## src/mfs_pkg.sv

```systemverilog
`timescale 1ns / 1ps
// Shared constants, types and state encoding of the multilevel feedback scheduler.
package mfs_pkg;

    // Sizing: process ids are 4 bits and the reported level is 2 bits wide
    localparam int MAX_PROCS  = 16;
    localparam int NUM_LEVELS = 4;
    localparam int LAST_LEVEL = NUM_LEVELS - 1;
    localparam int ID_W       = 4;
    localparam int LVL_W      = $clog2(NUM_LEVELS);
    localparam int POS_W      = $clog2(MAX_PROCS);
    localparam int CNT_W      = POS_W + 1;
    localparam int TIME_W     = 16;
    localparam int Q_W        = 3;
    localparam int TBL_W      = $clog2(MAX_PROCS);

    // Stream word layout
    localparam int IN_DATA_W  = 24;
    localparam int OUT_DATA_W = 24;

    // Register map (word index of paddr)
    localparam int APB_ADDR_W = 4;
    localparam logic [1:0] REG_QUANTUM0 = 2'd0;
    localparam logic [1:0] REG_QUANTUM1 = 2'd1;
    localparam logic [1:0] REG_QUANTUM2 = 2'd2;

    // Reset quanta
    localparam logic [Q_W-1:0] QUANTUM0_RST = 3'd1;
    localparam logic [Q_W-1:0] QUANTUM1_RST = 3'd2;
    localparam logic [Q_W-1:0] QUANTUM2_RST = 3'd4;

    // Item kinds
    localparam logic FUNC_TICK    = 1'b0;
    localparam logic FUNC_ARRIVAL = 1'b1;

    typedef enum logic [2:0] {
        ST_IDLE,
        ST_EVAL,
        ST_POP,
        ST_DEC,
        ST_LOAD,
        ST_OUT
    } mfs_state_t;

    // Command word from the sequencer to the FIFO bank
    typedef struct packed {
        logic             push;
        logic [LVL_W-1:0] push_lvl;
        logic [ID_W-1:0]  push_id;
        logic             pop;
        logic [LVL_W-1:0] pop_lvl;
    } mfs_fifo_cmd_t;

    // Status of all level FIFOs
    typedef struct packed {
        logic [NUM_LEVELS-1:0] nonempty;
        logic [NUM_LEVELS-1:0] full;
    } mfs_fifo_stat_t;

endpackage

```

## src/mfs_fifo_bank.sv

```systemverilog
`timescale 1ns / 1ps
// Bank of per-level id FIFOs sharing one storage memory with a registered read port.
module mfs_fifo_bank (
    input  logic                           aclk,
    input  logic                           aresetn,
    input  mfs_pkg::mfs_fifo_cmd_t         cmd,
    output mfs_pkg::mfs_fifo_stat_t        stat,
    output logic [mfs_pkg::ID_W-1:0]       pop_id
);

    localparam int MEM_DEPTH = mfs_pkg::NUM_LEVELS * mfs_pkg::MAX_PROCS;
    localparam int MEM_AW    = mfs_pkg::LVL_W + mfs_pkg::POS_W;

    logic [mfs_pkg::ID_W-1:0]  store_mem [MEM_DEPTH];
    logic [mfs_pkg::POS_W-1:0] heads_reg  [mfs_pkg::NUM_LEVELS];
    logic [mfs_pkg::POS_W-1:0] heads_next [mfs_pkg::NUM_LEVELS];
    logic [mfs_pkg::CNT_W-1:0] counts_reg [mfs_pkg::NUM_LEVELS];
    logic [mfs_pkg::CNT_W-1:0] counts_next[mfs_pkg::NUM_LEVELS];
    logic                      push_ok;
    logic [mfs_pkg::POS_W-1:0] tail_pos;
    logic [mfs_pkg::POS_W-1:0] head_pos;
    logic [MEM_AW-1:0]         waddr;
    logic [MEM_AW-1:0]         raddr;
    logic [mfs_pkg::ID_W-1:0]  pop_id_reg;

    // Flag levels that hold ids or have no room left
    always_comb begin
        for (int i = 0; i < mfs_pkg::NUM_LEVELS; i++) begin
            stat.nonempty[i] = (counts_reg[i] != '0);
            stat.full[i]     = counts_reg[i][mfs_pkg::CNT_W-1];
        end
    end

    // Select tail of the pushed level and head of the popped level
    always_comb begin
        tail_pos = '0;
        head_pos = '0;
        for (int i = 0; i < mfs_pkg::NUM_LEVELS; i++) begin
            if (cmd.push_lvl == mfs_pkg::LVL_W'(i)) begin
                tail_pos = heads_reg[i] + counts_reg[i][mfs_pkg::POS_W-1:0];
            end
            if (cmd.pop_lvl == mfs_pkg::LVL_W'(i)) begin
                head_pos = heads_reg[i];
            end
        end
    end

    // Drop a push into a full level
    assign push_ok = cmd.push && !stat.full[cmd.push_lvl];
    assign waddr   = {cmd.push_lvl, tail_pos};
    assign raddr   = {cmd.pop_lvl, head_pos};

    // Advance heads and counts; a level may see a push and a pop together
    always_comb begin
        for (int i = 0; i < mfs_pkg::NUM_LEVELS; i++) begin
            heads_next[i]  = heads_reg[i];
            counts_next[i] = counts_reg[i];
            if (cmd.pop && cmd.pop_lvl == mfs_pkg::LVL_W'(i)) begin
                heads_next[i]  = heads_reg[i] + 1'b1;
                counts_next[i] = counts_next[i] - 1'b1;
            end
            if (push_ok && cmd.push_lvl == mfs_pkg::LVL_W'(i)) begin
                counts_next[i] = counts_next[i] + 1'b1;
            end
        end
    end

    always_ff @(posedge aclk) begin
        if (!aresetn) begin
            for (int i = 0; i < mfs_pkg::NUM_LEVELS; i++) begin
                heads_reg[i]  <= '0;
                counts_reg[i] <= '0;
            end
        end else begin
            for (int i = 0; i < mfs_pkg::NUM_LEVELS; i++) begin
                heads_reg[i]  <= heads_next[i];
                counts_reg[i] <= counts_next[i];
            end
        end
    end

    // Storage memory: one write port, one registered read port
    always_ff @(posedge aclk) begin
        if (push_ok) begin
            store_mem[waddr] <= cmd.push_id;
        end
        if (cmd.pop) begin
            pop_id_reg <= store_mem[raddr];
        end
    end

    assign pop_id = pop_id_reg;

endmodule

```

## src/multilevel_feedback_scheduler.sv

```systemverilog
`timescale 1ns / 1ps
// Top level of the four-level feedback scheduler: sequencer, run-time table and ports.
//
// Takes one item at a time. An arrival word goes through table write, output load and
// output before its result word is offered; a tick word goes through evaluate, a pop
// step if a new runner is popped, decrement, output load and output, as the level FIFOs
// share one memory with a registered read port and the run-time table is decremented apart.
// s_axis_tready stays low from acceptance until the result word is taken. Input word:
// tuser is the kind (0 tick, 1 arrival); tdata carries proc_id and burst. Output word
// reports the running process after each item and whether an arrival was dropped
// because the level-0 queue was full. Quanta of levels 0 to 2 are set through the
// register port at byte addresses 0, 4 and 8; write them only while no word is in
// flight. No clearing pass is needed after reset.
module multilevel_feedback_scheduler (
    input  logic                                 aclk,
    input  logic                                 aresetn,
    // APB register port
    input  logic                                 psel,
    input  logic                                 penable,
    input  logic                                 pwrite,
    input  logic [mfs_pkg::APB_ADDR_W-1:0]       paddr,
    input  logic [31:0]                          pwdata,
    output logic [31:0]                          prdata,
    output logic                                 pready,
    // Input stream
    input  logic                                 s_axis_tvalid,
    output logic                                 s_axis_tready,
    input  logic [mfs_pkg::IN_DATA_W-1:0]        s_axis_tdata,  // proc_id[3:0], burst[19:4]
    input  logic [0:0]                           s_axis_tuser,  // func[0]
    // Result stream
    output logic                                 m_axis_tvalid,
    input  logic                                 m_axis_tready,
    // running_valid[0], running_id[4:1], active_level[6:5], time_remaining[22:7],
    // arrival_dropped[23]
    output logic [mfs_pkg::OUT_DATA_W-1:0]       m_axis_tdata
);

    mfs_pkg::mfs_state_t        state_reg, state_next;
    mfs_pkg::mfs_fifo_cmd_t     fifo_cmd;
    mfs_pkg::mfs_fifo_stat_t    fifo_stat;
    logic [mfs_pkg::ID_W-1:0]   pop_id;

    logic [mfs_pkg::Q_W-1:0]    quantum0_reg, quantum1_reg, quantum2_reg;
    logic                       cfg_write;

    logic                       runner_valid_reg, runner_valid_next;
    logic [mfs_pkg::ID_W-1:0]   runner_id_reg, runner_id_next;
    logic [mfs_pkg::LVL_W-1:0]  runner_level_reg, runner_level_next;
    logic [mfs_pkg::Q_W-1:0]    slice_left_reg, slice_left_next;
    logic                       fcfs_mode_reg, fcfs_mode_next;
    logic [mfs_pkg::LVL_W-1:0]  sel_level_reg, sel_level_next;
    logic                       dropped_reg, dropped_next;
    logic [mfs_pkg::OUT_DATA_W-1:0] out_data_reg, out_data_next;

    logic [mfs_pkg::TIME_W-1:0] time_left_mem [mfs_pkg::MAX_PROCS];
    logic                       tbl_we;
    logic [mfs_pkg::TBL_W-1:0]  tbl_waddr;
    logic [mfs_pkg::TIME_W-1:0] tbl_wdata;
    logic [mfs_pkg::TIME_W-1:0] time_cur;
    logic [mfs_pkg::TIME_W-1:0] time_dec;

    logic                       in_func;
    logic [mfs_pkg::ID_W-1:0]   in_id;
    logic [mfs_pkg::TIME_W-1:0] in_burst;

    logic                       alive;
    logic                       need_sel;
    logic                       none_ready;
    logic [mfs_pkg::LVL_W-1:0]  first_lvl;
    logic [mfs_pkg::LVL_W-1:0]  down_lvl;
    logic                       stay_demoted;
    logic [mfs_pkg::LVL_W-1:0]  enter_lvl;
    logic                       enter_en;

    // Round-robin slice granted on entry to a level
    function automatic logic [mfs_pkg::Q_W-1:0] level_quantum(
        input logic [mfs_pkg::LVL_W-1:0] lvl,
        input logic [mfs_pkg::Q_W-1:0]   q0,
        input logic [mfs_pkg::Q_W-1:0]   q1,
        input logic [mfs_pkg::Q_W-1:0]   q2
    );
        logic [mfs_pkg::Q_W-1:0] q;
        priority if (lvl == mfs_pkg::LVL_W'(0)) begin
            q = q0;
        end else if (lvl == mfs_pkg::LVL_W'(1)) begin
            q = q1;
        end else begin
            q = q2;
        end
        return q;
    endfunction

    // Unpack the input word
    assign in_func  = s_axis_tuser[0];
    assign in_id    = s_axis_tdata[mfs_pkg::ID_W-1:0];
    assign in_burst = s_axis_tdata[mfs_pkg::ID_W +: mfs_pkg::TIME_W];

    // Register port
    assign pready    = 1'b1;
    assign cfg_write = psel && penable && pwrite && pready;

    always_ff @(posedge aclk) begin
        if (!aresetn) begin
            quantum0_reg <= mfs_pkg::QUANTUM0_RST;
            quantum1_reg <= mfs_pkg::QUANTUM1_RST;
            quantum2_reg <= mfs_pkg::QUANTUM2_RST;
        end else if (cfg_write) begin
            if (paddr[3:2] == mfs_pkg::REG_QUANTUM0) quantum0_reg <= pwdata[mfs_pkg::Q_W-1:0];
            if (paddr[3:2] == mfs_pkg::REG_QUANTUM1) quantum1_reg <= pwdata[mfs_pkg::Q_W-1:0];
            if (paddr[3:2] == mfs_pkg::REG_QUANTUM2) quantum2_reg <= pwdata[mfs_pkg::Q_W-1:0];
        end
    end

    always_comb begin
        unique case (paddr[3:2])
            mfs_pkg::REG_QUANTUM0: prdata = {29'd0, quantum0_reg};
            mfs_pkg::REG_QUANTUM1: prdata = {29'd0, quantum1_reg};
            mfs_pkg::REG_QUANTUM2: prdata = {29'd0, quantum2_reg};
            default:               prdata = 32'd0;
        endcase
    end

    // Level FIFOs
    mfs_fifo_bank u_fifo_bank (
        .aclk    (aclk),
        .aresetn (aresetn),
        .cmd     (fifo_cmd),
        .stat    (fifo_stat),
        .pop_id  (pop_id)
    );

    // Run-time table, read at the runner's id
    always_ff @(posedge aclk) begin
        if (tbl_we) begin
            time_left_mem[tbl_waddr] <= tbl_wdata;
        end
    end

    assign time_cur = time_left_mem[runner_id_reg[mfs_pkg::TBL_W-1:0]];
    assign time_dec = (time_cur == '0) ? '0 : time_cur - 1'b1;

    // Pick the highest-priority non-empty level
    always_comb begin
        none_ready = 1'b1;
        first_lvl  = '0;
        for (int i = mfs_pkg::NUM_LEVELS - 1; i >= 0; i--) begin
            if (fifo_stat.nonempty[i]) begin
                none_ready = 1'b0;
                first_lvl  = mfs_pkg::LVL_W'(i);
            end
        end
    end

    // Re-selection decision
    assign alive    = runner_valid_reg && (time_cur != '0);
    assign need_sel = !alive || (!fcfs_mode_reg && slice_left_reg == '0);
    assign down_lvl = (runner_level_reg == mfs_pkg::LVL_W'(mfs_pkg::LAST_LEVEL))
                      ? runner_level_reg : runner_level_reg + 1'b1;
    assign stay_demoted = alive && (none_ready ||
                          ({1'b0, runner_level_reg} + 1'b1 < {1'b0, first_lvl}));

    // Sequencer
    always_ff @(posedge aclk) begin
        if (!aresetn) begin
            state_reg        <= mfs_pkg::ST_IDLE;
            runner_valid_reg <= 1'b0;
            runner_id_reg    <= '0;
            runner_level_reg <= '0;
            slice_left_reg   <= '0;
            fcfs_mode_reg    <= 1'b0;
        end else begin
            state_reg        <= state_next;
            runner_valid_reg <= runner_valid_next;
            runner_id_reg    <= runner_id_next;
            runner_level_reg <= runner_level_next;
            slice_left_reg   <= slice_left_next;
            fcfs_mode_reg    <= fcfs_mode_next;
        end
    end

    always_ff @(posedge aclk) begin
        sel_level_reg <= sel_level_next;
        dropped_reg   <= dropped_next;
        out_data_reg  <= out_data_next;
    end

    always_comb begin
        state_next        = state_reg;
        runner_valid_next = runner_valid_reg;
        runner_id_next    = runner_id_reg;
        runner_level_next = runner_level_reg;
        slice_left_next   = slice_left_reg;
        fcfs_mode_next    = fcfs_mode_reg;
        sel_level_next    = sel_level_reg;
        dropped_next      = dropped_reg;
        out_data_next     = out_data_reg;
        fifo_cmd          = '0;
        tbl_we            = 1'b0;
        tbl_waddr         = in_id[mfs_pkg::TBL_W-1:0];
        tbl_wdata         = in_burst;
        enter_en          = 1'b0;
        enter_lvl         = down_lvl;
        s_axis_tready     = 1'b0;
        m_axis_tvalid     = 1'b0;

        unique case (state_reg)
            mfs_pkg::ST_IDLE: begin
                s_axis_tready = 1'b1;
                if (s_axis_tvalid) begin
                    dropped_next = 1'b0;
                    if (in_func == mfs_pkg::FUNC_ARRIVAL) begin
                        // Append to level 0 and record the burst, or drop
                        if (fifo_stat.full[0]) begin
                            dropped_next = 1'b1;
                        end else begin
                            fifo_cmd.push     = 1'b1;
                            fifo_cmd.push_lvl = '0;
                            fifo_cmd.push_id  = in_id;
                            tbl_we            = 1'b1;
                        end
                        state_next = mfs_pkg::ST_LOAD;
                    end else begin
                        state_next = mfs_pkg::ST_EVAL;
                    end
                end
            end
            mfs_pkg::ST_EVAL: begin
                state_next = mfs_pkg::ST_DEC;
                if (need_sel) begin
                    priority if (stay_demoted) begin
                        // Demote the runner in place
                        enter_en  = 1'b1;
                        enter_lvl = down_lvl;
                    end else if (!none_ready) begin
                        // Push the live runner down, pop the chosen head
                        fifo_cmd.push     = alive;
                        fifo_cmd.push_lvl = down_lvl;
                        fifo_cmd.push_id  = runner_id_reg;
                        fifo_cmd.pop      = 1'b1;
                        fifo_cmd.pop_lvl  = first_lvl;
                        sel_level_next    = first_lvl;
                        state_next        = mfs_pkg::ST_POP;
                    end else begin
                        runner_valid_next = 1'b0;
                        runner_id_next    = '0;
                    end
                end
            end
            mfs_pkg::ST_POP: begin
                runner_id_next    = pop_id;
                runner_valid_next = 1'b1;
                enter_en          = 1'b1;
                enter_lvl         = sel_level_reg;
                state_next        = mfs_pkg::ST_DEC;
            end
            mfs_pkg::ST_DEC: begin
                // Charge one time unit and one slice unit to the runner
                if (runner_valid_reg) begin
                    tbl_we    = 1'b1;
                    tbl_waddr = runner_id_reg[mfs_pkg::TBL_W-1:0];
                    tbl_wdata = time_dec;
                    if (!fcfs_mode_reg && slice_left_reg != '0) begin
                        slice_left_next = slice_left_reg - 1'b1;
                    end
                end
                state_next = mfs_pkg::ST_LOAD;
            end
            mfs_pkg::ST_LOAD: begin
                if (runner_valid_reg) begin
                    out_data_next = {dropped_reg, time_cur, runner_level_reg,
                                     runner_id_reg, 1'b1};
                end else begin
                    out_data_next = {dropped_reg, {(mfs_pkg::OUT_DATA_W-1){1'b0}}};
                end
                state_next = mfs_pkg::ST_OUT;
            end
            mfs_pkg::ST_OUT: begin
                m_axis_tvalid = 1'b1;
                if (m_axis_tready) begin
                    state_next = mfs_pkg::ST_IDLE;
                end
            end
            default: begin
                state_next = mfs_pkg::ST_IDLE;
            end
        endcase

        // Enter a level: last level runs to completion, others get a slice
        if (enter_en) begin
            runner_level_next = enter_lvl;
            if (enter_lvl == mfs_pkg::LVL_W'(mfs_pkg::LAST_LEVEL)) begin
                fcfs_mode_next  = 1'b1;
                slice_left_next = '0;
            end else begin
                fcfs_mode_next  = 1'b0;
                slice_left_next = level_quantum(enter_lvl, quantum0_reg,
                                                quantum1_reg, quantum2_reg);
            end
        end
    end

    assign m_axis_tdata = out_data_reg;

    // Checks
    a_fcfs_last_level: assert property (@(posedge aclk) disable iff (!aresetn)
        fcfs_mode_reg == (runner_level_reg == mfs_pkg::LVL_W'(mfs_pkg::LAST_LEVEL)))
        else $error("fcfs mode out of step with runner level");

    a_fcfs_no_slice: assert property (@(posedge aclk) disable iff (!aresetn)
        fcfs_mode_reg |-> slice_left_reg == '0)
        else $error("slice count left in fcfs mode");

    a_idle_word_zero: assert property (@(posedge aclk) disable iff (!aresetn)
        m_axis_tvalid && !m_axis_tdata[0] |-> m_axis_tdata[22:1] == '0)
        else $error("runner fields not cleared with no runner");

    a_one_in_flight: assert property (@(posedge aclk) disable iff (!aresetn)
        s_axis_tvalid && s_axis_tready |=> !s_axis_tready)
        else $error("second word taken before result delivered");

endmodule
```

## config.mk

```make
export PLATFORM = sky130hd
export DESIGN_NAME = multilevel_feedback_scheduler
export DESIGN_NICKNAME = d
export VERILOG_FILES = /design/src/mfs_pkg.sv /design/src/mfs_fifo_bank.sv /design/src/multilevel_feedback_scheduler.sv
export SDC_FILE = /design/constraint.sdc
export NUM_CORES = 1
export LEC_CHECK = 0
export BUFFER_PORTS_ARGS = -buffer_cell sky130_fd_sc_hd__buf_2
export CAP_MARGIN = 20
export CORE_MARGIN = 2
export CORE_UTILIZATION = 56
export DETAILED_ROUTE_END_ITERATION = 12
export PLACE_DENSITY_LB_ADDON = 0.15
export SLEW_MARGIN = 40
export SYNTH_ARGS = -nofsm -noshare
export SYNTH_HDL_FRONTEND = slang
export SYNTH_SLANG_ARGS = --single-unit
```

## constraint.sdc

```tcl
create_clock -name aclk -period 11.17 [get_ports aclk]
set_input_delay 2.234 -clock aclk [delete_from_list [all_inputs] [get_ports aclk]]
set_output_delay 2.234 -clock aclk [all_outputs]
set_load 0.01 [all_outputs]
```

==> summary.md, run 1 <==
Run status
* complete, no violations — outcome

Yosys
* 8.48% — post-synthesis mux area share
* 543 — number of enable flip-flop cells after synthesis
* simple AND/OR/NAND/NOR gates — main combinational cell family by area after synthesis
* 606 — number of synthesized register bits
* sky130_fd_sc_hd__edfxtp_1 — most frequent cell after synthesis
* 61.1% — area share of the leading cell type in the synthesized netlist
* 65.9% — sequential share of the synthesized area
* 0 — Syn. warnings
* 89 — count of cell types in the netlist
* 26,700 um2 — summed instance area of the synthesized netlist
* 1,892 — Cells after Synth
* sky130_fd_sc_hd__edfxtp_1 — most used flip-flop cell after synthesis
* 14.1 um2 — mean instance size in the synthesized netlist
* 543 x sky130_fd_sc_hd__edfxtp_1, 242 x sky130_fd_sc_hd__nand2_1, 126 x sky130_fd_sc_hd__nor2_1 — cell types with the highest counts after synthesis
* 6.83% — area fraction in compound gates after synthesis
* sky130_fd_sc_hd__edfxtp_1 — cell taking the most area after synthesis
* 2.02% — adder and majority cell fraction of the synthesized area
* 2.13% — xor/xnor share of the synthesized area
* 0% — async set or reset register ratio after synthesis
* 11.5% — Post-Synth Simple-Gate Area
* sky130_fd_sc_hd__edfxtp_1 61%, sky130_fd_sc_hd__mux4_2 5.5%, sky130_fd_sc_hd__dfxtp_1 4.7%, sky130_fd_sc_hd__nand2_1 3.4%, sky130_fd_sc_hd__mux2i_1 2.8% — main area contributors after synthesis

GRT
* 15,592 — via count of the first global-routing pass
* 24.6% — overall routing resource usage
* 78 — pin count of the biggest net entering global routing
* 92,200 um — global-route wire length before repair
* 0 — grt ovf
* 3 — antenna violations before repair

Worst hold path
* 2 — worst hold stages
* quantum1_reg[0] — hold path endpoint
* quantum1_reg[0] — worst hold start
* reg -> reg — type of the tightest min-delay check

Power and ir drop
* 6.52 mW — total power
* 10.1 nW — leakage power summed over all cells
* 220 nW/um2 — Power Dens Cells
* 0.145 mV — VDD IR max

Floorplan
* 57.0% — starting density of the core
* 49,400 um2 — Die ar.
* 79 — number of standard-cell rows in the floorplan
* 46,800 um2 — area of the core region
* 222 um — horizontal die dimension
* 222 um — die height
* 127 — Top Ports

Detailed routing
* 5 — number of iterations in the first detailed-routing pass
* 15,959 — total via count in the routed design
* 0 — remaining routing DRC violations
* 6.05 — number of vias per cell after detailed routing
* 0 — antenna-violating nets left
* 60,200 um — routed wire length
* 22.8 um — mean routed wirelength per cell
* 1,678 — violation count after the first detailed-routing iteration

Critical path
* 0.74 ns — peak per-stage delay on the critical path
* u_fifo_bank.store_mem[2][1] — critical register-to-register path endpoint
* flip-flop — crit path launch type
* sky130_fd_sc_hd__nand3_1 — critical-path cell with the highest stage delay
* 7.00 ns — Critical Path AT
* 40 — maximum net fanout on the critical path
* 2 — buffers and inverters on the worst path
* 14 — number of cells on the worst reg-to-reg path
* flip-flop — endpoint class of the critical path
* 11.43 ns — worst endpoint required time
* simple AND/OR/NAND/NOR gates — cell family with the largest share of critical-path delay
* buf_6 > mux4_2 > mux4_2 > inv_1 > ha_1 > and2_1 > o2bb2ai_1 > nor4b_2 > nand4_4 > a211oi_4 > nand2b_1 > o221ai_1 > nand3_1 > nor2_1 — ordered cell list for the critical path
* reg -> reg — Critical Setup Path Class
* sky130_fd_sc_hd__mux4_2 — CP dominant cell by count
* 4.43 ns — setup slack of the most critical reg-to-reg path

Finish
* 29,600 um2 — final std cell area, no fill
* 16.0% — share of post-route cells with drive strength above 1
* 2,086 — NumNets Final
* 8480 um2 — multi-input gate area in the final layout
* 17,600 um2 — combined flip-flop and latch cell area
* 2,636 — final std cells w/o fill
* 3,420 — fillers
* 11.1% — layout overhead on the synthesized area

Clocking
* 0.62 ns — clock latency reported for the late side of the worst-skew pair
* 0.06 ns — clock input transition at the sequential cells of the worst setup and hold paths
* 60 — clock buffers created by TritonCTS
* 0 — hold buffers post-CTS
* 606 — clock sink total
* 0 — CTS-repair resized insts
* 0 — number of buffers inserted by post-CTS setup repair
* 2 — CTS H-tree depth
* 3 — CTS max path bufs
* done — TritonCTS clock tree
* sky130_fd_sc_hd__clkbuf_16 — root buffer selected by CTS

Timing
* 6.74 ns — clock period minus final worst setup slack
* 0.0187 ns — Worst Clk Skew
* 0.852 ns — Worst-Margin Slew
* 60.4% — crit share post-route
* 148 MHz — highest achievable clock rate
* 0 — number of pins with negative max-slew slack in the final report
* 4.43 ns — post-route worst setup slack
* 0 — Final Hold Fails
* 43.0% — slew margin rel.
* no — unrepaired setup endpoints after global routing
* 0 — Final setup violation count
* 0 ns — sum of negative setup slack

Placement
* 2,522 — number of cells in the design after placement
* 0.829 — weighted congestion at the end of routability-driven global placement
* 37,400 um — sum of net half-perimeters after detailed placement
* 61 — number of I/O port buffers
* 4.17 ns — Setup Slack @ Placement
* 27,600 um2 — DP Area

Run
* 0 — number of maximum-capacitance violations

==> worst register-to-register path, cell delays in order (launching register included) <==
cell and delay (ns):
sky130_fd_sc_hd__dfxtp_4 0.67, sky130_fd_sc_hd__buf_6 0.54, sky130_fd_sc_hd__mux4_2 0.61, sky130_fd_sc_hd__mux4_2 0.55, sky130_fd_sc_hd__inv_1 0.12, sky130_fd_sc_hd__ha_1 0.17, sky130_fd_sc_hd__and2_1 0.13, sky130_fd_sc_hd__o2bb2ai_1 0.13
sky130_fd_sc_hd__nor4b_2 0.39, sky130_fd_sc_hd__nand4_4 0.29, sky130_fd_sc_hd__a211oi_4 0.69, sky130_fd_sc_hd__nand2b_1 0.25, sky130_fd_sc_hd__o221ai_1 0.52, sky130_fd_sc_hd__nand3_1 0.75, sky130_fd_sc_hd__nor2_1 0.58
==> worst max-delay path by stage <==
stage / startpoint / end / cells after the start
after floorplan: paddr[2] / prdata[0] / 3
after global placement: flip-flop / u_fifo_bank.store_mem[42][1] / 14
after detailed placement: flip-flop / u_fifo_bank.store_mem[42][1] / 14
after CTS: flip-flop / u_fifo_bank.store_mem[42][1] / 14
after global routing: flip-flop / u_fifo_bank.store_mem[35][3] / 14
final: flip-flop / u_fifo_bank.store_mem[2][1] / 14
==> logic make-up after synthesis <==
family	Yosys count
AOI/OAI and AO/OA	252
buffers and inverters	155
and+or+nand+nor	628
DFF	606
muxes	144
adders and majority gates	40
xor gates and xnor gates	65
other	2
==> metrics by stage <==
stage,utilization [%],hold slack (ns)
finish,63.3,0.497
global placement,59.0,0.468
global route,63.3,0.494
CTS,63.2,0.483
detailed placement,59.1,0.468
floorplan,-,0.400
==> power breakdown <==
part | leakage [nW] | total, mW | internal, mW | switching (mW)
combinational | 3.69 | 1.84 | 0.618 | 1.22
clock | 0.943 | 1.98 | 1.16 | 0.828
sequential | 5.47 | 2.70 | 2.62 | 0.0819
total | 10.1 | 6.52 | 4.39 | 2.13
==> layout by cell type, fill, tap and decap left out, types with 6 or more instances in the layout <==
cell / n
sky130_fd_sc_hd__dfxtp_1: 60
sky130_fd_sc_hd__nor3_1: 21
sky130_fd_sc_hd__edfxtp_1: 543
sky130_fd_sc_hd__a32oi_1: 11
sky130_fd_sc_hd__clkinv_1: 15
sky130_fd_sc_hd__buf_4: 47
sky130_fd_sc_hd__clkbuf_1: 15
sky130_fd_sc_hd__nor2_1: 110
sky130_fd_sc_hd__a21boi_0: 10
sky130_fd_sc_hd__o21ai_0: 32
sky130_fd_sc_hd__a221o_1: 6
sky130_fd_sc_hd__xor2_1: 23
sky130_fd_sc_hd__conb_1: 30
sky130_fd_sc_hd__and3_1: 11
sky130_fd_sc_hd__mux4_2: 65
sky130_fd_sc_hd__xnor2_1: 42
sky130_fd_sc_hd__clkinv_2: 9
sky130_fd_sc_hd__a221oi_1: 6
sky130_fd_sc_hd__clkbuf_16: 61
sky130_fd_sc_hd__nor3b_1: 12
sky130_fd_sc_hd__inv_1: 38
sky130_fd_sc_hd__nor2b_1: 37
sky130_fd_sc_hd__nand2b_1: 12
sky130_fd_sc_hd__buf_2: 60
sky130_fd_sc_hd__nand2_1: 240
sky130_fd_sc_hd__o31ai_1: 6
sky130_fd_sc_hd__and2_1: 53
sky130_fd_sc_hd__a22o_1: 9
sky130_fd_sc_hd__bufinv_16: 6
sky130_fd_sc_hd__nor2_2: 14
sky130_fd_sc_hd__ha_1: 35
sky130_fd_sc_hd__a31oi_1: 28
sky130_fd_sc_hd__nand3_1: 59
sky130_fd_sc_hd__a22oi_1: 33
sky130_fd_sc_hd__a21o_1: 7
sky130_fd_sc_hd__a21oi_1: 41
sky130_fd_sc_hd__nand4_1: 14
sky130_fd_sc_hd__mux2i_1: 74
==> routing by layer <==
metal  global-route usage, %  share of wire (%)  up-vias  wire (um)
met4                    6.97                2.2        0       1300
met2                    37.9                 46      606      27900
li1                        -                  -     7260          -
met1                    36.2                 44     8015      26400
met5                       0                  0        -          0
met3                    4.43                7.7       78       4610
==> final cells by class <==
class / instances / area share, %
Multi-Input combinational cell: 1159 / 28.6
Sequential cell: 606 / 59.3
Inverter: 40 / 0.507
Antenna cell: 2 / 0.0169
Timing Repair Buffer: 111 / 2.39
Clock buffer: 79 / 5.48
Clock inverter: 32 / 1.06
Tap cell: 607 / 2.56
Power figures use the tool's default switching activity.
==> run 2, diff against run 1 <==
clock period = 5.7 ns   (was 11.17 ns; I/O delays follow)
==> summary.md, run 2 (same netlist as run 1, synthesis figures left out) <==
Timing
* 0 — Final Hold Fails
* 0 — Final setup violation count
* 0.818 ns — Worst-Margin Slew
* 0 ns — sum of negative setup slack
* no — unrepaired setup endpoints after global routing
* 184 MHz — highest achievable clock rate
* 45.5% — slew margin rel.
* 5.44 ns — clock period minus final worst setup slack
* 95.4% — crit share post-route
* 0 — number of pins with negative max-slew slack in the final report
* 0.0154 ns — Worst Clk Skew

Critical path
* flip-flop — crit path launch type
* 17 — maximum net fanout on the critical path
* reg -> reg — Critical Setup Path Class
* flip-flop — endpoint class of the critical path
* u_fifo_bank.pop_id[1] — critical register-to-register path endpoint
* 5.78 ns — Critical Path AT
* 6.05 ns — worst endpoint required time
* 0.26 ns — setup slack of the most critical reg-to-reg path
* 16 — number of cells on the worst reg-to-reg path

Floorplan
* 222 um — die height
* 57.0% — starting density of the core
* 79 — number of standard-cell rows in the floorplan
* 46,800 um2 — area of the core region
* 222 um — horizontal die dimension
* 49,400 um2 — Die ar.
* 127 — Top Ports

Clocking
* 59 — clock buffers created by TritonCTS
* 0.06 ns — clock input transition at the sequential cells of the worst setup and hold paths
* 0 — number of buffers inserted by post-CTS setup repair
* 606 — clock sink total
* 2 — CTS H-tree depth
* sky130_fd_sc_hd__clkbuf_16 — root buffer selected by CTS
* 0.64 ns — clock latency reported for the late side of the worst-skew pair
* 3 — CTS max path bufs
* done — TritonCTS clock tree

GRT
* 0 — grt ovf
* 93,900 um — global-route wire length before repair
* 25.1% — overall routing resource usage
* 1 — antenna violations before repair
* 15,879 — via count of the first global-routing pass
* 65 — pin count of the biggest net entering global routing

Finish
* 14.6% — layout overhead on the synthesized area
* 543 x sky130_fd_sc_hd__edfxtp_1, 240 x sky130_fd_sc_hd__nand2_1, 121 x sky130_fd_sc_hd__buf_4 — most used cells in the layout excluding fill and tap cells
* 19.7% — share of post-route cells with drive strength above 1
* sky130_fd_sc_hd__edfxtp_1 — most common library cell in the layout ignoring fill and taps
* 2,168 — NumNets Final
* 3,314 — fillers
* 2,719 — final std cells w/o fill

Detailed routing
* 0 — antenna-violating nets left
* 16,324 — total via count in the routed design
* 6.00 — number of vias per cell after detailed routing
* 0 — remaining routing DRC violations
* 62,000 um — routed wire length
* 6 — number of iterations in the first detailed-routing pass
* 1,871 — violation count after the first detailed-routing iteration
* 22.8 um — mean routed wirelength per cell

Placement
* 61 — number of I/O port buffers
* 2,606 — number of cells in the design after placement
* 40,700 um — sum of net half-perimeters after detailed placement
* 0.835 — weighted congestion at the end of routability-driven global placement

Power and ir drop
* 10.6 nW — leakage power summed over all cells
* 0.285 mV — VDD IR max
* 443 nW/um2 — Power Dens Cells

Run status
* complete, no violations — outcome

Worst hold path
* dropped_reg — worst hold start
* reg -> reg — type of the tightest min-delay check
* m_axis_tdata[23] — hold path endpoint
* 0 — worst hold stages

Run
* 0 — number of maximum-capacitance violations

-- run 2: layout make-up --
class	count	area, um2	share of cell area (%)
antenna	1	2.50	0.00819
clock buffer	67	1530	5.00
clock inverter	45	606	1.98
inverter	40	150	0.492
multi-input combinational	1159	8470	27.7
sequential	606	17600	57.5
tap	607	759	2.49
timing repair buffer	194	1460	4.78
-- run 2: critical path, stage by stage, from the launching register on --
cell,delay (ns)
sky130_fd_sc_hd__dfxtp_4,0.57
sky130_fd_sc_hd__mux4_2,0.56
sky130_fd_sc_hd__mux4_2,0.56
sky130_fd_sc_hd__inv_1,0.13
sky130_fd_sc_hd__ha_1,0.18
sky130_fd_sc_hd__and2_1,0.14
sky130_fd_sc_hd__o2bb2ai_1,0.16
sky130_fd_sc_hd__nor4b_4,0.36
sky130_fd_sc_hd__and4_1,0.41
sky130_fd_sc_hd__nor2_2,0.17
sky130_fd_sc_hd__nor3_1,0.35
sky130_fd_sc_hd__or2_1,0.36
sky130_fd_sc_hd__buf_4,0.20
sky130_fd_sc_hd__a31oi_1,0.08
sky130_fd_sc_hd__nand4_1,0.15
sky130_fd_sc_hd__nand4_1,0.18
sky130_fd_sc_hd__or4_1,0.57
-- run 2: repair_timing --
item,4_1_cts,5_1_grt
hold buffers,0,0
endpoints found under the setup margin,0,40
resized for setup,0,2
-- run 2: worst max path at each step --
stage	endpoint	slack, ns	cells after the start	start
finish	u_fifo_bank.pop_id[1]	0.26	16	flip-flop
global route	u_fifo_bank.pop_id[1]	0.008	14	flip-flop
CTS	u_fifo_bank.pop_id[1]	0.15	16	flip-flop
detailed placement	u_fifo_bank.pop_id[1]	0.18	16	flip-flop
global placement	u_fifo_bank.pop_id[1]	0.24	16	flip-flop
floorplan	u_fifo_bank.store_mem[0][2]	0.65	15	flip-flop
-- run 2: report_power, final --
| group | switching, mW | leakage [nW] | internal [mW] |
|---|---|---|---|
| Combinational | 2.48 | 4.14 | 1.54 |
| Sequential | 0.137 | 5.47 | 5.13 |
| Clock | 1.71 | 1.04 | 2.53 |
| Total | 4.32 | 10.6 | 9.20 |
-- run 2: stage by stage --
stage	utilization, %	setup slack, ns	cell area, um2	hold WS [ns]	total power, mW
floorplan	-	0.655	26800	0.400	7.93
global placement	60.7	0.237	28400	0.462	9.25
detailed placement	60.7	0.178	28400	0.458	9.32
CTS	65.3	0.154	30500	0.467	13.5
global route	65.3	0.00798	30500	0.475	14.1
finish	65.3	0.262	30500	0.472	13.5
-- run 2: layer usage --
metal / vias up / global-route usage, % / part of all wire [%]
met5: - / 0 / 0
met4: 0 / 7.87 / 2.7
met3: 117 / 4.58 / 7.8
met2: 667 / 38.6 / 46
met1: 8111 / 36.9 / 43
li1: 7429 / - / -
==> run 3, diff against run 2 <==
CORE_MARGIN = 3   (was 2)
CORE_UTILIZATION = 55   (was 56)
CTS_BUF_LIST = sky130_fd_sc_hd__clkbuf_8   (was unset)
==> summary.md, run 3 (same netlist as run 1, synthesis figures left out) <==
Critical path
* mux4_2 > mux4_2 > inv_1 > ha_1 > and2_1 > o2bb2ai_1 > nor4b_2 > nand4_4 > buf_4 > a211oi_4 > buf_4 > mux2i_1 > o21ai_1 > nor2_1 > nand2_1 > nor2_1 — ordered cell list for the critical path
* flip-flop — crit path launch type
* sky130_fd_sc_hd__mux4_2 — critical-path cell with the highest stage delay
* reg -> reg — Critical Setup Path Class
* u_fifo_bank.store_mem[44][1] — critical register-to-register path endpoint
* 0.36 ns — setup slack of the most critical reg-to-reg path
* 6.02 ns — worst endpoint required time
* 12 — maximum net fanout on the critical path
* 5.65 ns — Critical Path AT
* flip-flop — endpoint class of the critical path
* 16 — number of cells on the worst reg-to-reg path
* 0.55 ns — peak per-stage delay on the critical path

Finish
* 2,185 — NumNets Final
* 543 x sky130_fd_sc_hd__edfxtp_1, 241 x sky130_fd_sc_hd__nand2_1, 110 x sky130_fd_sc_hd__nor2_1 — most used cells in the layout excluding fill and tap cells
* 19.8% — share of post-route cells with drive strength above 1
* sky130_fd_sc_hd__edfxtp_1 — most common library cell in the layout ignoring fill and taps
* 3,643 — fillers
* 30,000 um2 — final std cell area, no fill
* 0 — count of antenna diodes in the layout
* 12.6% — layout overhead on the synthesized area

Timing
* 0 ns — sum of negative setup slack
* 5.34 ns — clock period minus final worst setup slack
* 0 — Final Hold Fails
* 187 MHz — highest achievable clock rate
* 0 — number of pins with negative max-slew slack in the final report
* no — unrepaired setup endpoints after global routing
* 0 — Final setup violation count
* 0.0525 ns — Worst Clk Skew
* 44.0% — slew margin rel.
* 93.6% — crit share post-route
* 0.839 ns — Worst-Margin Slew

Floorplan
* 226 um — die height
* 226 um — horizontal die dimension
* 55.7% — starting density of the core
* 47,800 um2 — area of the core region
* 127 — Top Ports
* 80 — number of standard-cell rows in the floorplan
* 51,200 um2 — Die ar.

GRT
* 0 — grt ovf
* 98,200 um — global-route wire length before repair
* 25.6% — overall routing resource usage
* 65 — pin count of the biggest net entering global routing
* 0 — antenna violations before repair
* 16,670 — via count of the first global-routing pass

Power and ir drop
* 424 nW/um2 — Power Dens Cells
* 10.5 nW — leakage power summed over all cells
* 0.251 mV — VDD IR max

Clocking
* 0.06 ns — clock input transition at the sequential cells of the worst setup and hold paths
* 0.70 ns — clock latency reported for the late side of the worst-skew pair
* 0 — CTS-repair resized insts
* 0 — number of buffers inserted by post-CTS setup repair
* sky130_fd_sc_hd__clkbuf_8 — root buffer selected by CTS
* 606 — clock sink total
* 96 — clock buffers created by TritonCTS
* 0 — hold buffers post-CTS
* 3 — CTS H-tree depth
* 3 — CTS max path bufs
* done — TritonCTS clock tree

Run status
* complete, no violations — outcome

Detailed routing
* 23.3 um — mean routed wirelength per cell
* 16,469 — total via count in the routed design
* 0 — antenna-violating nets left
* 5.96 — number of vias per cell after detailed routing
* 0 — remaining routing DRC violations
* 1,605 — violation count after the first detailed-routing iteration
* 5 — number of iterations in the first detailed-routing pass
* 64,300 um — routed wire length

Placement
* 61 — number of I/O port buffers
* 0.885 — weighted congestion at the end of routability-driven global placement
* 28,200 um2 — DP Area
* 42,000 um — sum of net half-perimeters after detailed placement

Worst hold path
* fcfs_mode_reg — hold path endpoint
* fcfs_mode_reg — worst hold start
* 2 — worst hold stages
* reg -> reg — type of the tightest min-delay check

Run
* 0 — number of maximum-capacitance violations

-- run 3: power breakdown --
part / internal, mW / total (mW) / switching [mW]
clock: 1.85 / 3.53 / 1.68
sequential: 5.13 / 5.28 / 0.155
combinational: 1.45 / 3.93 / 2.48
-- run 3: layout make-up --
class	count	area [um2]	share of cell area [%]
inverter	40	150	0.500
multi-input combinational	1159	8470	28.2
tap	615	769	2.56
timing repair buffer	174	1260	4.18
clock buffer	103	1420	4.72
sequential	606	17600	58.5
clock inverter	67	405	1.35
-- run 3: routing by layer --
layer	track usage, %	wire, um	up-vias	share of wire [%]
met5	0	0	-	0
met3	4.24	4720	121	7.3
li1	-	-	7469	-
met2	42.4	31500	653	49
met4	8.90	1740	0	2.7
met1	34.8	26400	8226	41
-- run 3: how the worst max path moves through the flow --
| stage | from | to | slack [ns] | depth (start not counted) |
|---|---|---|---|---|
| finish | flip-flop | u_fifo_bank.store_mem[44][1] | 0.36 | 16 |
| global route | flip-flop | u_fifo_bank.store_mem[27][2] | 0.14 | 16 |
| floorplan | flip-flop | u_fifo_bank.store_mem[0][2] | 0.65 | 15 |
| CTS | flip-flop | u_fifo_bank.store_mem[44][1] | 0.33 | 15 |
| global placement | flip-flop | u_fifo_bank.pop_id[3] | 0.42 | 17 |
| detailed placement | flip-flop | u_fifo_bank.store_mem[44][0] | 0.38 | 15 |
-- run 3: critical path: cells and delay by family, from the launching register on --
family	cells	cell delay, ns
AND/OR/NAND/NOR	6	1.81
AO/OA/AOI/OAI	3	0.65
flip-flops	1	0.50
adder cells (fa/ha/maj)	1	0.17
multiplexers	3	1.25
buffers and inverters	3	0.55
-- run 3: stage by stage --
step	instances	setup WS, ns	total power, mW	hold WS [ns]	utilization, %
4_1_cts	2764	0.325	12.8	0.492	62.8
3_5_place_dp	2594	0.379	9.28	0.484	59.0
3_3_place_gp	2594	0.416	9.21	0.478	58.9
6_report	2764	0.365	12.7	0.494	62.8
2_1_floorplan	1920	0.655	7.93	0.400	-
5_1_grt	2764	0.138	13.4	0.522	62.8
